`config.mk`:
```
export PLATFORM = sky130hd
export DESIGN_NAME = char_lcd_write_sequencer_unit
export DESIGN_NICKNAME = d
export VERILOG_FILES = /design/src/sv/clwsq_pkg.sv /design/src/sv/clwsq_fifo.sv /design/src/sv/clwsq_front.sv /design/src/sv/clwsq_back.sv /design/src/sv/char_lcd_write_sequencer_unit.sv
export SDC_FILE = /design/constraint.sdc
export NUM_CORES = 1
export LEC_CHECK = 0
export ABC_AREA = 1
export ABC_CLOCK_PERIOD_IN_PS = 2800
export BUFFER_PORTS_ARGS = -buffer_cell sky130_fd_sc_hd__clkbuf_2
export CORE_MARGIN = 3
export CORE_UTILIZATION = 46
export DETAILED_ROUTE_END_ITERATION = 8
export PLACE_DENSITY_LB_ADDON = 0.12
export SKIP_LAST_GASP = 1
export SLEW_MARGIN = 10
export SYNTH_ARGS = -nofsm -noshare
export SYNTH_HDL_FRONTEND = slang
export SYNTH_HIERARCHICAL = 1
export SYNTH_SLANG_ARGS = --single-unit
```
`constraint.sdc`:
```
create_clock -name clk -period 2.8 [get_ports clk]
set_input_delay 0.42 -clock clk [delete_from_list [all_inputs] [get_ports clk]]
set_output_delay 0.42 -clock clk [all_outputs]
set_load 0.01 [all_outputs]
```
`src/sv/clwsq_pkg.sv`:
```
// Shared types, constants and helpers for the character LCD write sequencer.
package clwsq_pkg;

	localparam int ROW_LENGTH_DEF = 16;
	localparam int JOBQ_DEPTH     = 2;
	localparam int RESQ_DEPTH     = 2;

	localparam logic [7:0] SET_ADDR_CMD = 8'h80;
	localparam logic [7:0] ROW1_BASE    = 8'h40;
	localparam logic [7:0] ROW0_BASE    = 8'h00;

	localparam logic [1:0] CMD_BYTE = 2'd0;
	localparam logic [1:0] CMD_DATA = 2'd1;
	localparam logic [1:0] CMD_WRAP = 2'd2;
	localparam logic [1:0] CMD_MOVE = 2'd3;

	// One byte transfer for the back end
	typedef struct packed {
		logic       rs;
		logic [7:0] value;
		logic       last;
	} job_t;

	// One pin state on the result side
	typedef struct packed {
		logic       rs;
		logic       en;
		logic [7:0] bus;
		logic       last;
	} step_t;

	localparam int JOB_W  = $bits(job_t);
	localparam int STEP_W = $bits(step_t);

	// Set-DDRAM-address command for a row and column
	function automatic logic [7:0] cursor_code(input logic [1:0] row, input logic [5:0] col);
		logic [7:0] pos;
		case (row)
			2'd0:    pos = ROW0_BASE | {2'b00, col};
			2'd1:    pos = ROW1_BASE | {2'b00, col};
			default: pos = ROW0_BASE;
		endcase
		return pos | SET_ADDR_CMD;
	endfunction

endpackage

```
`src/sv/clwsq_fifo.sv`:
```
// Small first-word-fall-through queue used between the block's stages.
module clwsq_fifo #(
	parameter int WIDTH = 8,
	parameter int DEPTH = 2
) (
	input  logic             clk,
	input  logic             arst_n,
	input  logic             wr_en,
	input  logic [WIDTH-1:0] wr_data,
	output logic             full,
	input  logic             rd_en,
	output logic [WIDTH-1:0] rd_data,
	output logic             empty
);

	localparam int PW   = (DEPTH > 1) ? $clog2(DEPTH) : 1;
	localparam int CNTW = $clog2(DEPTH + 1);

	logic [WIDTH-1:0] mem_q [DEPTH];
	logic [PW-1:0]    wr_ptr_q, rd_ptr_q;
	logic [CNTW-1:0]  count_q;
	logic             do_wr, do_rd;

	assign full    = (count_q == CNTW'(DEPTH));
	assign empty   = (count_q == '0);
	assign do_wr   = wr_en & ~full;
	assign do_rd   = rd_en & ~empty;
	assign rd_data = mem_q[rd_ptr_q];

	function automatic logic [PW-1:0] next_ptr(input logic [PW-1:0] p);
		return (p == PW'(DEPTH - 1)) ? '0 : PW'(p + 1'b1);
	endfunction

	always_ff @(posedge clk) begin
		if (do_wr) begin
			mem_q[wr_ptr_q] <= wr_data;
		end
	end

	always_ff @(posedge clk or negedge arst_n) begin
		if (!arst_n) begin
			wr_ptr_q <= '0;
			rd_ptr_q <= '0;
			count_q  <= '0;
		end else begin
			if (do_wr) begin
				wr_ptr_q <= next_ptr(wr_ptr_q);
			end
			if (do_rd) begin
				rd_ptr_q <= next_ptr(rd_ptr_q);
			end
			if (do_wr && !do_rd) begin
				count_q <= CNTW'(count_q + 1'b1);
			end else if (do_rd && !do_wr) begin
				count_q <= CNTW'(count_q - 1'b1);
			end
		end
	end

endmodule

```
`src/sv/clwsq_front.sv`:
```
// Front end: accepts requests, tracks line wrap and splits them into byte jobs.
module clwsq_front
	import clwsq_pkg::*;
#(
	parameter int ROW_LENGTH = ROW_LENGTH_DEF
) (
	input  logic       clk,
	input  logic       arst_n,
	input  logic       push,
	output logic       full,
	input  logic [1:0] cmd,
	input  logic [7:0] byte_value,
	input  logic [1:0] target_row,
	input  logic [5:0] target_column,
	output job_t       job,
	output logic       job_valid,
	input  logic       job_full
);

	localparam int CW = $clog2(ROW_LENGTH + 1);

	logic [CW-1:0] col_q;
	logic          row_q;
	logic          pend_q;
	job_t          pend_job_q;
	logic          wrap_now;
	logic          accept;

	assign wrap_now = (col_q >= CW'(ROW_LENGTH));
	assign full     = pend_q | job_full;
	assign accept   = push & ~full;

	always_comb begin
		job       = pend_job_q;
		job_valid = 1'b0;
		if (pend_q) begin
			job_valid = ~job_full;
		end else begin
			job_valid = push & ~job_full;
			case (cmd)
				CMD_BYTE: job = '{rs: 1'b0, value: byte_value, last: 1'b1};
				CMD_DATA: job = '{rs: 1'b1, value: byte_value, last: 1'b1};
				CMD_WRAP: begin
					if (wrap_now) begin
						job = '{rs: 1'b0, value: cursor_code({1'b0, ~row_q}, 6'd0),
							last: 1'b0};
					end else begin
						job = '{rs: 1'b1, value: byte_value, last: 1'b1};
					end
				end
				CMD_MOVE: job = '{rs: 1'b0, value: cursor_code(target_row, target_column),
					last: 1'b1};
				default:  job = pend_job_q;
			endcase
		end
	end

	// Hold the data byte that follows a wrap cursor move
	always_ff @(posedge clk) begin
		if (accept) begin
			pend_job_q <= '{rs: 1'b1, value: byte_value, last: 1'b1};
		end
	end

	always_ff @(posedge clk or negedge arst_n) begin
		if (!arst_n) begin
			col_q  <= '0;
			row_q  <= 1'b0;
			pend_q <= 1'b0;
		end else begin
			if (accept && cmd == CMD_WRAP) begin
				if (wrap_now) begin
					row_q  <= ~row_q;
					col_q  <= CW'(1);
					pend_q <= 1'b1;
				end else begin
					col_q <= CW'(col_q + 1'b1);
				end
			end else if (pend_q && !job_full) begin
				pend_q <= 1'b0;
			end
		end
	end

	a_col_bound: assert property (@(posedge clk) disable iff (!arst_n)
		col_q <= CW'(ROW_LENGTH))
		else $error("column count past row length");

	a_pend_blocks: assert property (@(posedge clk) disable iff (!arst_n)
		pend_q |-> full)
		else $error("request taken while a wrap byte is pending");

endmodule

```
`src/sv/clwsq_back.sv`:
```
// Back end: plays one byte job out as a sequence of pin states.
module clwsq_back
	import clwsq_pkg::*;
(
	input  logic  clk,
	input  logic  arst_n,
	input  logic  four_bit_bus,
	input  job_t  job,
	input  logic  job_empty,
	output logic  job_pop,
	output step_t step,
	output logic  step_valid,
	input  logic  step_full
);

	localparam logic [2:0] STEP_RS     = 3'd0;
	localparam logic [2:0] STEP_EN_HI  = 3'd1;
	localparam logic [2:0] STEP_BUS_HI = 3'd2;
	localparam logic [2:0] STEP_EN_LO  = 3'd3;
	localparam logic [2:0] STEP_EN_HI2 = 3'd4;
	localparam logic [2:0] STEP_BUS_LO = 3'd5;
	localparam logic [2:0] STEP_EN_LO2 = 3'd6;

	logic       busy_q;
	job_t       job_q;
	logic [2:0] step_q;
	logic       rs_q, en_q;
	logic [7:0] bus_q;
	logic       rs_n, en_n;
	logic [7:0] bus_n;
	logic       final_step;

	assign job_pop    = ~busy_q & ~job_empty;
	assign step_valid = busy_q & ~step_full;
	assign final_step = four_bit_bus ? (step_q == STEP_EN_LO2) : (step_q == STEP_EN_LO);

	always_comb begin
		rs_n  = rs_q;
		en_n  = en_q;
		bus_n = bus_q;
		case (step_q)
			STEP_RS:                 rs_n = job_q.rs;
			STEP_EN_HI, STEP_EN_HI2: en_n = 1'b1;
			STEP_EN_LO, STEP_EN_LO2: en_n = 1'b0;
			STEP_BUS_HI: bus_n = four_bit_bus ? {bus_q[7:4], job_q.value[7:4]} : job_q.value;
			STEP_BUS_LO: bus_n = {bus_q[7:4], job_q.value[3:0]};
			default: ;
		endcase
		step = '{rs: rs_n, en: en_n, bus: bus_n, last: job_q.last & final_step};
	end

	always_ff @(posedge clk) begin
		if (job_pop) begin
			job_q <= job;
		end
	end

	always_ff @(posedge clk or negedge arst_n) begin
		if (!arst_n) begin
			busy_q <= 1'b0;
			step_q <= STEP_RS;
			rs_q   <= 1'b0;
			en_q   <= 1'b0;
			bus_q  <= '0;
		end else if (job_pop) begin
			busy_q <= 1'b1;
			step_q <= STEP_RS;
		end else if (step_valid) begin
			rs_q  <= rs_n;
			en_q  <= en_n;
			bus_q <= bus_n;
			if (final_step) begin
				busy_q <= 1'b0;
			end else begin
				step_q <= 3'(step_q + 1'b1);
			end
		end
	end

	a_step_range: assert property (@(posedge clk) disable iff (!arst_n)
		busy_q |-> (step_q <= STEP_EN_LO2))
		else $error("step index out of range");

	a_byte_mode_range: assert property (@(posedge clk) disable iff (!arst_n)
		(busy_q && !four_bit_bus) |-> (step_q <= STEP_EN_LO))
		else $error("byte-mode sequence ran past its last step");

	a_load_starts: assert property (@(posedge clk) disable iff (!arst_n)
		job_pop |=> (busy_q && step_q == STEP_RS))
		else $error("loaded job did not start at the first step");

	a_done_after_last: assert property (@(posedge clk) disable iff (!arst_n)
		(step_valid && final_step) |=> !busy_q)
		else $error("sequencer stayed busy after its final step");

endmodule

```
`src/sv/char_lcd_write_sequencer_unit.sv`:
```
// Top level of the character LCD write sequencer.
// A taken request goes through the job queue, the back-end job register and the result queue.
// Throughput: one pin state per cycle from the step sequencer while the result queue has room;
// a request gives 4 or 7 states (8- or 4-bit bus), 8 or 14 with a line wrap, none as a job loads.
// Reset clears the wrap column and row, the pin levels, both queues and the bus-width
// register (8-bit bus).
module char_lcd_write_sequencer_unit
	import clwsq_pkg::*;
#(
	parameter int ROW_LENGTH = ROW_LENGTH_DEF
) (
	input  logic       clk,
	input  logic       arst_n,
	// configuration
	input  logic       cfg_write_enable,
	input  logic       cfg_write_data,
	// request side
	input  logic       push,
	output logic       full,
	input  logic [1:0] cmd,
	input  logic [7:0] byte_value,
	input  logic [1:0] target_row,
	input  logic [5:0] target_column,
	// pin-state side
	output logic       empty,
	input  logic       pop,
	output logic       register_select,
	output logic       enable_pin,
	output logic [7:0] data_bus,
	output logic       last_step
);

	logic  four_bit_bus_q;

	job_t  fe_job;
	logic  fe_job_valid;
	logic  jq_full;
	job_t  jq_job;
	logic  jq_empty;
	logic  be_job_pop;

	step_t be_step;
	logic  be_step_valid;
	logic  rq_full;
	step_t rq_step;

	// Bus-width register; write it only while the block is idle (the block does not enforce this)
	always_ff @(posedge clk or negedge arst_n) begin
		if (!arst_n) begin
			four_bit_bus_q <= 1'b0;
		end else if (cfg_write_enable) begin
			four_bit_bus_q <= cfg_write_data;
		end
	end

	// Front end: take requests, advance wrap state, issue byte jobs
	clwsq_front #(
		.ROW_LENGTH(ROW_LENGTH)
	) u_front (
		.clk           (clk),
		.arst_n        (arst_n),
		.push          (push),
		.full          (full),
		.cmd           (cmd),
		.byte_value    (byte_value),
		.target_row    (target_row),
		.target_column (target_column),
		.job           (fe_job),
		.job_valid     (fe_job_valid),
		.job_full      (jq_full)
	);

	// Job queue decouples request intake from pin sequencing
	clwsq_fifo #(
		.WIDTH(JOB_W),
		.DEPTH(JOBQ_DEPTH)
	) u_job_q (
		.clk     (clk),
		.arst_n  (arst_n),
		.wr_en   (fe_job_valid),
		.wr_data (fe_job),
		.full    (jq_full),
		.rd_en   (be_job_pop),
		.rd_data (jq_job),
		.empty   (jq_empty)
	);

	// Back end: one pin state per cycle while a job is loaded and the result queue has room
	clwsq_back u_back (
		.clk          (clk),
		.arst_n       (arst_n),
		.four_bit_bus (four_bit_bus_q),
		.job          (jq_job),
		.job_empty    (jq_empty),
		.job_pop      (be_job_pop),
		.step         (be_step),
		.step_valid   (be_step_valid),
		.step_full    (rq_full)
	);

	// Result queue: hold pin states until each beat is popped
	clwsq_fifo #(
		.WIDTH(STEP_W),
		.DEPTH(RESQ_DEPTH)
	) u_res_q (
		.clk     (clk),
		.arst_n  (arst_n),
		.wr_en   (be_step_valid),
		.wr_data (be_step),
		.full    (rq_full),
		.rd_en   (pop),
		.rd_data (rq_step),
		.empty   (empty)
	);

	assign register_select = rq_step.rs;
	assign enable_pin      = rq_step.en;
	assign data_bus        = rq_step.bus;
	assign last_step       = rq_step.last;

endmodule
```
* Word level (Yosys, flattened, before mapping)
Memories as Yosys holds them, arrays and structs flattened. A register that Yosys moved wholly into a read port is not among the register bits. Index checks and enable logic that the tools add are counted.
Storage, ports and cells: ROM bits 0, bits of input ports 24, bits in latches 0, register bits after elaboration 38, output and inout port bits 13, RAM bits 42, logic and storage cells 122, memories kept 2
Memory list:
- u_res_q.mem_q | depth 2, width 11, read ports 1, clocked after memory_dff 0, wr ports 1, RTL line clwsq_fifo.sv:19 | logic [WIDTH-1:0] mem_q [DEPTH];
- u_job_q.mem_q | depth 2, width 10, read ports 1, clocked after memory_dff 1, wr ports 1, RTL line clwsq_fifo.sv:19
Operators by class: muxes and demuxes 33, multipliers 0, divide/modulo/power cells 0, $add $sub $neg 10, $lt $le $gt $ge 1, shifts and indexed selects 0, equal/unequal tests 14, bitwise logic cells 18, reductions and logical operators 28
Operators with widths (number):
- case mux 10 bit (4 select lines) | 1
- case mux 7 bit (2 select lines) | 2
- two-way mux 10 bit | 2
- two-way mux 1 bit | 17
- case mux 8 bit (2 select lines) | 1
- AND reduction 2 bit | 5
- nonzero test 2 bit | 5
- bitwise AND 1 bit | 9
- equality test 3 bit (second input constant) | 3
- two-way mux 3 bit | 3
- equality test 2 bit (second input constant) | 4
- logical NOT 2 bit | 4
- two-way mux 2 bit | 4
- two-way mux 8 bit | 1
- NOT 1 bit | 8
- equality test 3 x 2 -> 1 bit (second input constant) | 2
- logical AND 1 bit | 6
- adder 5 x 1 -> 5 bit (second input constant) | 1
- >= comparator 5 bit (second input constant) | 1
- logical NOT 1 bit | 5
- two-way mux 5 bit | 1
- adder 1 bit (second input constant) | 4
- adder 2 x 1 -> 2 bit (second input constant) | 2
- equality test 2 x 1 -> 1 bit (second input constant) | 2
- 9 further kinds | 11

* Longest topological paths before layout
depth after elaboration 9, mapped depth 13, mapped depth without buffers 13

* Modules after synthesis
The synthesis kept the hierarchy.
Modules (own cells, without submodules):
- clwsq_back | area each 1288.7 sq um, instances 1, cells each 148
- clwsq_fifo at u_res_q | area each 1028.5 sq um, instances 1, cells each 89
- clwsq_fifo at u_job_q | area each 957.2 sq um, instances 1, cells each 84
- clwsq_front | area each 903.4 sq um, instances 1, cells each 120
- char_lcd_write_sequencer_unit | area each 40.0 sq um, instances 1, cells each 5

* Worst setup path after synthesis
Ideal clock, no wire load.
path type flip-flop to flip-flop, start reg u_job_q.count_q[0], end reg u_job_q.count_q[1], cell stages (with the launch flop) 10, required time 2683 ps, slack 880 ps, data arrival time 1803 ps, library setup time 117 ps, clock period less this slack 1920 ps, path through dfrtp_1 -> nor2_1 -> or2_2 -> inv_1 -> o21ai_0 -> ha_1 -> inv_1 -> nand3_1 -> nand2_1 -> nand2_1
RTL lines:
- from (decl) | RTL line clwsq_fifo.sv:21 | logic [CNTW-1:0] count_q;
- from (signal assigned) | RTL line clwsq_fifo.sv:53 | count_q <= CNTW'(count_q + 1'b1);
- from (signal assigned) | RTL line clwsq_fifo.sv:55 | count_q <= CNTW'(count_q - 1'b1);
- logical NOT 2 bit (*) | RTL line clwsq_fifo.sv:25 | assign empty = (count_q == '0);
- net jq_empty | RTL line char_lcd_write_sequencer_unit.sv:39 | logic jq_empty;
- NOT 1 bit (*) | RTL line clwsq_back.sv:33 | assign job_pop = ~busy_q & ~job_empty;
- bitwise AND 1 bit (*) | RTL line clwsq_back.sv:33
- net be_job_pop | RTL line char_lcd_write_sequencer_unit.sv:40 | logic be_job_pop;
- bitwise AND 1 bit (*) | RTL line clwsq_fifo.sv:27 | assign do_rd = rd_en & ~empty;
- logical NOT 1 bit | RTL line clwsq_fifo.sv:52 | if (do_wr && !do_rd) begin
- logical AND 1 bit | RTL line clwsq_fifo.sv:52
- two-way mux 2 bit / nonzero test 2 bit (equally long branches)
Mark *: on every way through the listed nets, which the timed path passes. The rest lies on a longest branch. The select of a mux whose other input is x is not followed. A chain may end at the register's enable or synchronous reset.

* Final worst setup path
Ends and elaborated chain as after synthesis.

==> out/qor.csv <==
stage,metric,value,unit
clock_network,CTS Sinks,90,
synth,Seq cells post-synth,90,
clock_network,CTS resizes,0,
timing,RSZ-0062 raised after global routing,false,
synth,leading area contributor after synthesis,edfxtp_1,
synth,syn nets,479,
place,Post-DP HPWL,5080,µm
clock_network,H-tree depth,3,
timing,final hold viol count,0,
setup_path,CP Capture Type,flop,
timing,Least-Margin Pin Slew,0.793,ns
cells_and_area,Layout area overhead,11.7,%
setup_path,worst setup path class,flop to flop,
setup_path,Worst EP arrival,2.24,ns
run_status,outcome,completed,
drt,drt pass-1 iters,4,
timing,Setup TNS,0,ns
synth,Synth cell types,30,
synth,top_reg_cell synth,edfxtp_1,
die,I/O pins,37,
clock_network,root buffer cell,clkbuf_8,
synth,warnings from Yosys,6,
drt,DR WL/cell,11.6,µm
setup_path,crit-path max FO,12,
clock_network,Post-CTS Setup Bufs,0,
cells_and_area,fillers,803,
clock_network,CTS Hold Bufs,0,
die,row count,34,
global_routing,Total GRT Usage,14.9,%
die,core area,8810,µm²
synth,"count leader, synth",nand2_1,
clock_network,Max Buffers Root-to-Sink,2,
cells_and_area,Seq. cell area,2550,µm²
die,die height,102,µm
synth,Yosys top cell area share,42.7,%
global_routing,first-pass GRT wire length,12100,µm
power_and_ir_drop,Peak VDD IR,0.000370,V
drt,DR vias,2800,
place,port bufs,36,
global_routing,vias in the first global route,2714,
clock_network,Inserted Clock Buffers,9,
timing,fin crit period,2.01,ns
synth,mean post-synth cell area,9.46,µm²
drt,number of remaining DRC errors,0,
global_routing,largest net degree at the start of global routing,31,
setup_path,Worst setup SP type,flop,
drt,final wirelength,6950,µm
die,initial core utilization,47.9,%
timing,Final Slew Violations,0,
timing,clk_skew,0.0114,ns
timing,Fmax,498,MHz
synth,synth cell count leaders,"nand2_1, edfxtp_1, inv_1",
power_and_ir_drop,PwrDens,1080,nW/µm²
synth,Netlist Area Pre-Place,4220,µm²
synth,async set-reset flop share out of synthesis,33.3,%
cells_and_area,share of layout cells above drive strength 1,17.5,%
hold_path,HP Class,input port to async pin,
die,die area,10400,µm²
setup_path,WP data required,3.04,ns
synth,"EDFF count, synth",60,
cells_and_area,area of the multi-input gates,1380,µm²
synth,Synth area leaders,"edfxtp_1, dfrtp_1, nand2_1, inv_1, nand3_1",
drt,routed vias/inst,4.67,
drt,initial DRC count,79,
timing,Final Setup Violations,0,
clock_network,worst skew pair latency,0.35,ns
power_and_ir_drop,Leakage,2.29,nW
drt,Post-DRT Antenna Nets,0,
timing,crit share post-route,71.7,%
synth,Mapped Cells,446,
cells_and_area,Final Instance Count excl. Fillers,599,
global_routing,initial antenna violation count,0,
cells_and_area,fin nets,519,
die,die width,102,µm
synth,sequential share of the synthesized area,60.5,%
cells_and_area,n_diodes,0,
timing,worst relative slew slack,47.1,%
job,max_cap viols,0,
clock_network,TritonCTS clock tree,yes,
global_routing,gr ovfl total,0,
place,routability cong.,0.738,
place,Post-Place Cells,583,
clock_network,"Reg clk slew, reported paths",0.09,ns
-- flip-flops by register name, indices dropped and copies added, names as in the netlist, 2 cells and up --
signal and flops:
u_back/bus_q 8, u_back/job_q 10, u_back/step_q 3, u_front/col_q 5
u_front/pend_job_q 8, u_job_q/count_q 2, u_job_q/mem_q 20, u_res_q/count_q 2
u_res_q/mem_q 22
-- power by group --
| part | internal (mW) | switching, mW |
|---|---|---|
| clock network | 0.511 | 0.463 |
| logic | 0.635 | 1.14 |
| registers | 2.07 | 0.285 |
| total | 3.22 | 1.88 |
-- kinds of logic (layout without fill, tap and decap cells) --
| family | Yosys count | after routing | share of synthesized area (%) |
|---|---|---|---|
| flip-flops | 90 | 90 | 60.5 |
| adder cells (fa/ha/maj) | 9 | 9 | 2.67 |
| AO/OA/AOI/OAI | 28 | 28 | 3.83 |
| buffers and inverters | 66 | 111 | 6.73 |
| XOR/XNOR | 2 | 2 | 0.415 |
| AND/OR/NAND/NOR | 251 | 251 | 25.8 |
-- worst paths after layout --
kind                                     from               endpoint  slack, ns  cells past startpoint
max                        u_job_q/count_q[0]     u_job_q/count_q[1]       0.79                     10
min                                    arst_n        u_back/bus_q[4]       0.14                      1
min reg2reg                  u_job_q/wr_ptr_q       u_job_q/wr_ptr_q       0.49                      2
min in group clk                byte_value[4]  u_front/pend_job_q[5]       0.25                      1
max in group asynchronous              arst_n       u_job_q/wr_ptr_q       2.15                      1
max reg2reg                u_job_q/count_q[0]     u_job_q/count_q[1]       0.79                     10
-- area by class of cell --
class                   instances  area share (%)
clock buffers                   9            2.63
clock inverters                 7            2.13
inverters                      55            4.38
multi-input cells             290            29.3
flip-flops and latches         90            54.2
well taps                     108            2.87
repair buffers                 40            4.46
-- critical path, stage by stage (launching register included) --
cell and delay (ns):
dfrtp_1 0.48, nor2_1 0.09, or2_2 0.34, inv_1 0.06
buf_4 0.18, o21ai_0 0.14, ha_1 0.33, inv_1 0.08
nand3_1 0.08, nand2_1 0.07, nand2_1 0.05
-- cell usage in the layout, fill, tap and decap left out, drive strengths merged --
cell	count
nand3b	3
bufinv	2
nor2	17
nand2	194
edfxtp	60
nand4	4
o21a	4
ha	9
nand3	29
clkinv	3
o21ai	19
a21oi	3
a21boi	1
dfrtp	30
nor3	1
xnor2	2
inv	57
clkbuf	45
buf	4
or2	3
a31oi	1
-- through the flow --
step / instance area, µm² / hold slack (ns) / utilization, % / total power [mW] / setup WS (ns)
2_1_floorplan: 4220 / 0.124 / - / 3.69 / 0.880
3_3_place_gp: 4490 / 0.463 / 50.9 / 4.10 / 0.874
3_5_place_dp: 4490 / 0.467 / 50.9 / 4.19 / 0.787
4_1_cts: 4710 / 0.164 / 53.5 / 5.18 / 0.762
5_1_grt: 4710 / 0.187 / 53.5 / 5.55 / 0.631
6_report: 4710 / 0.136 / 53.5 / 5.10 / 0.792
-- routing by layer --
layer | part of all wire, % | track usage [%] | routed length, µm | up-vias
li1 | - | - | - | 1506
met1 | 46 | 18.1 | 3230 | 1242
met2 | 49 | 26.0 | 3390 | 48
met3 | 3.9 | 3.79 | 269 | 4
met4 | 0.91 | 4.50 | 63 | 0
met5 | 0 | 0 | 0 | -
Power figures use the tool's default switching activity.
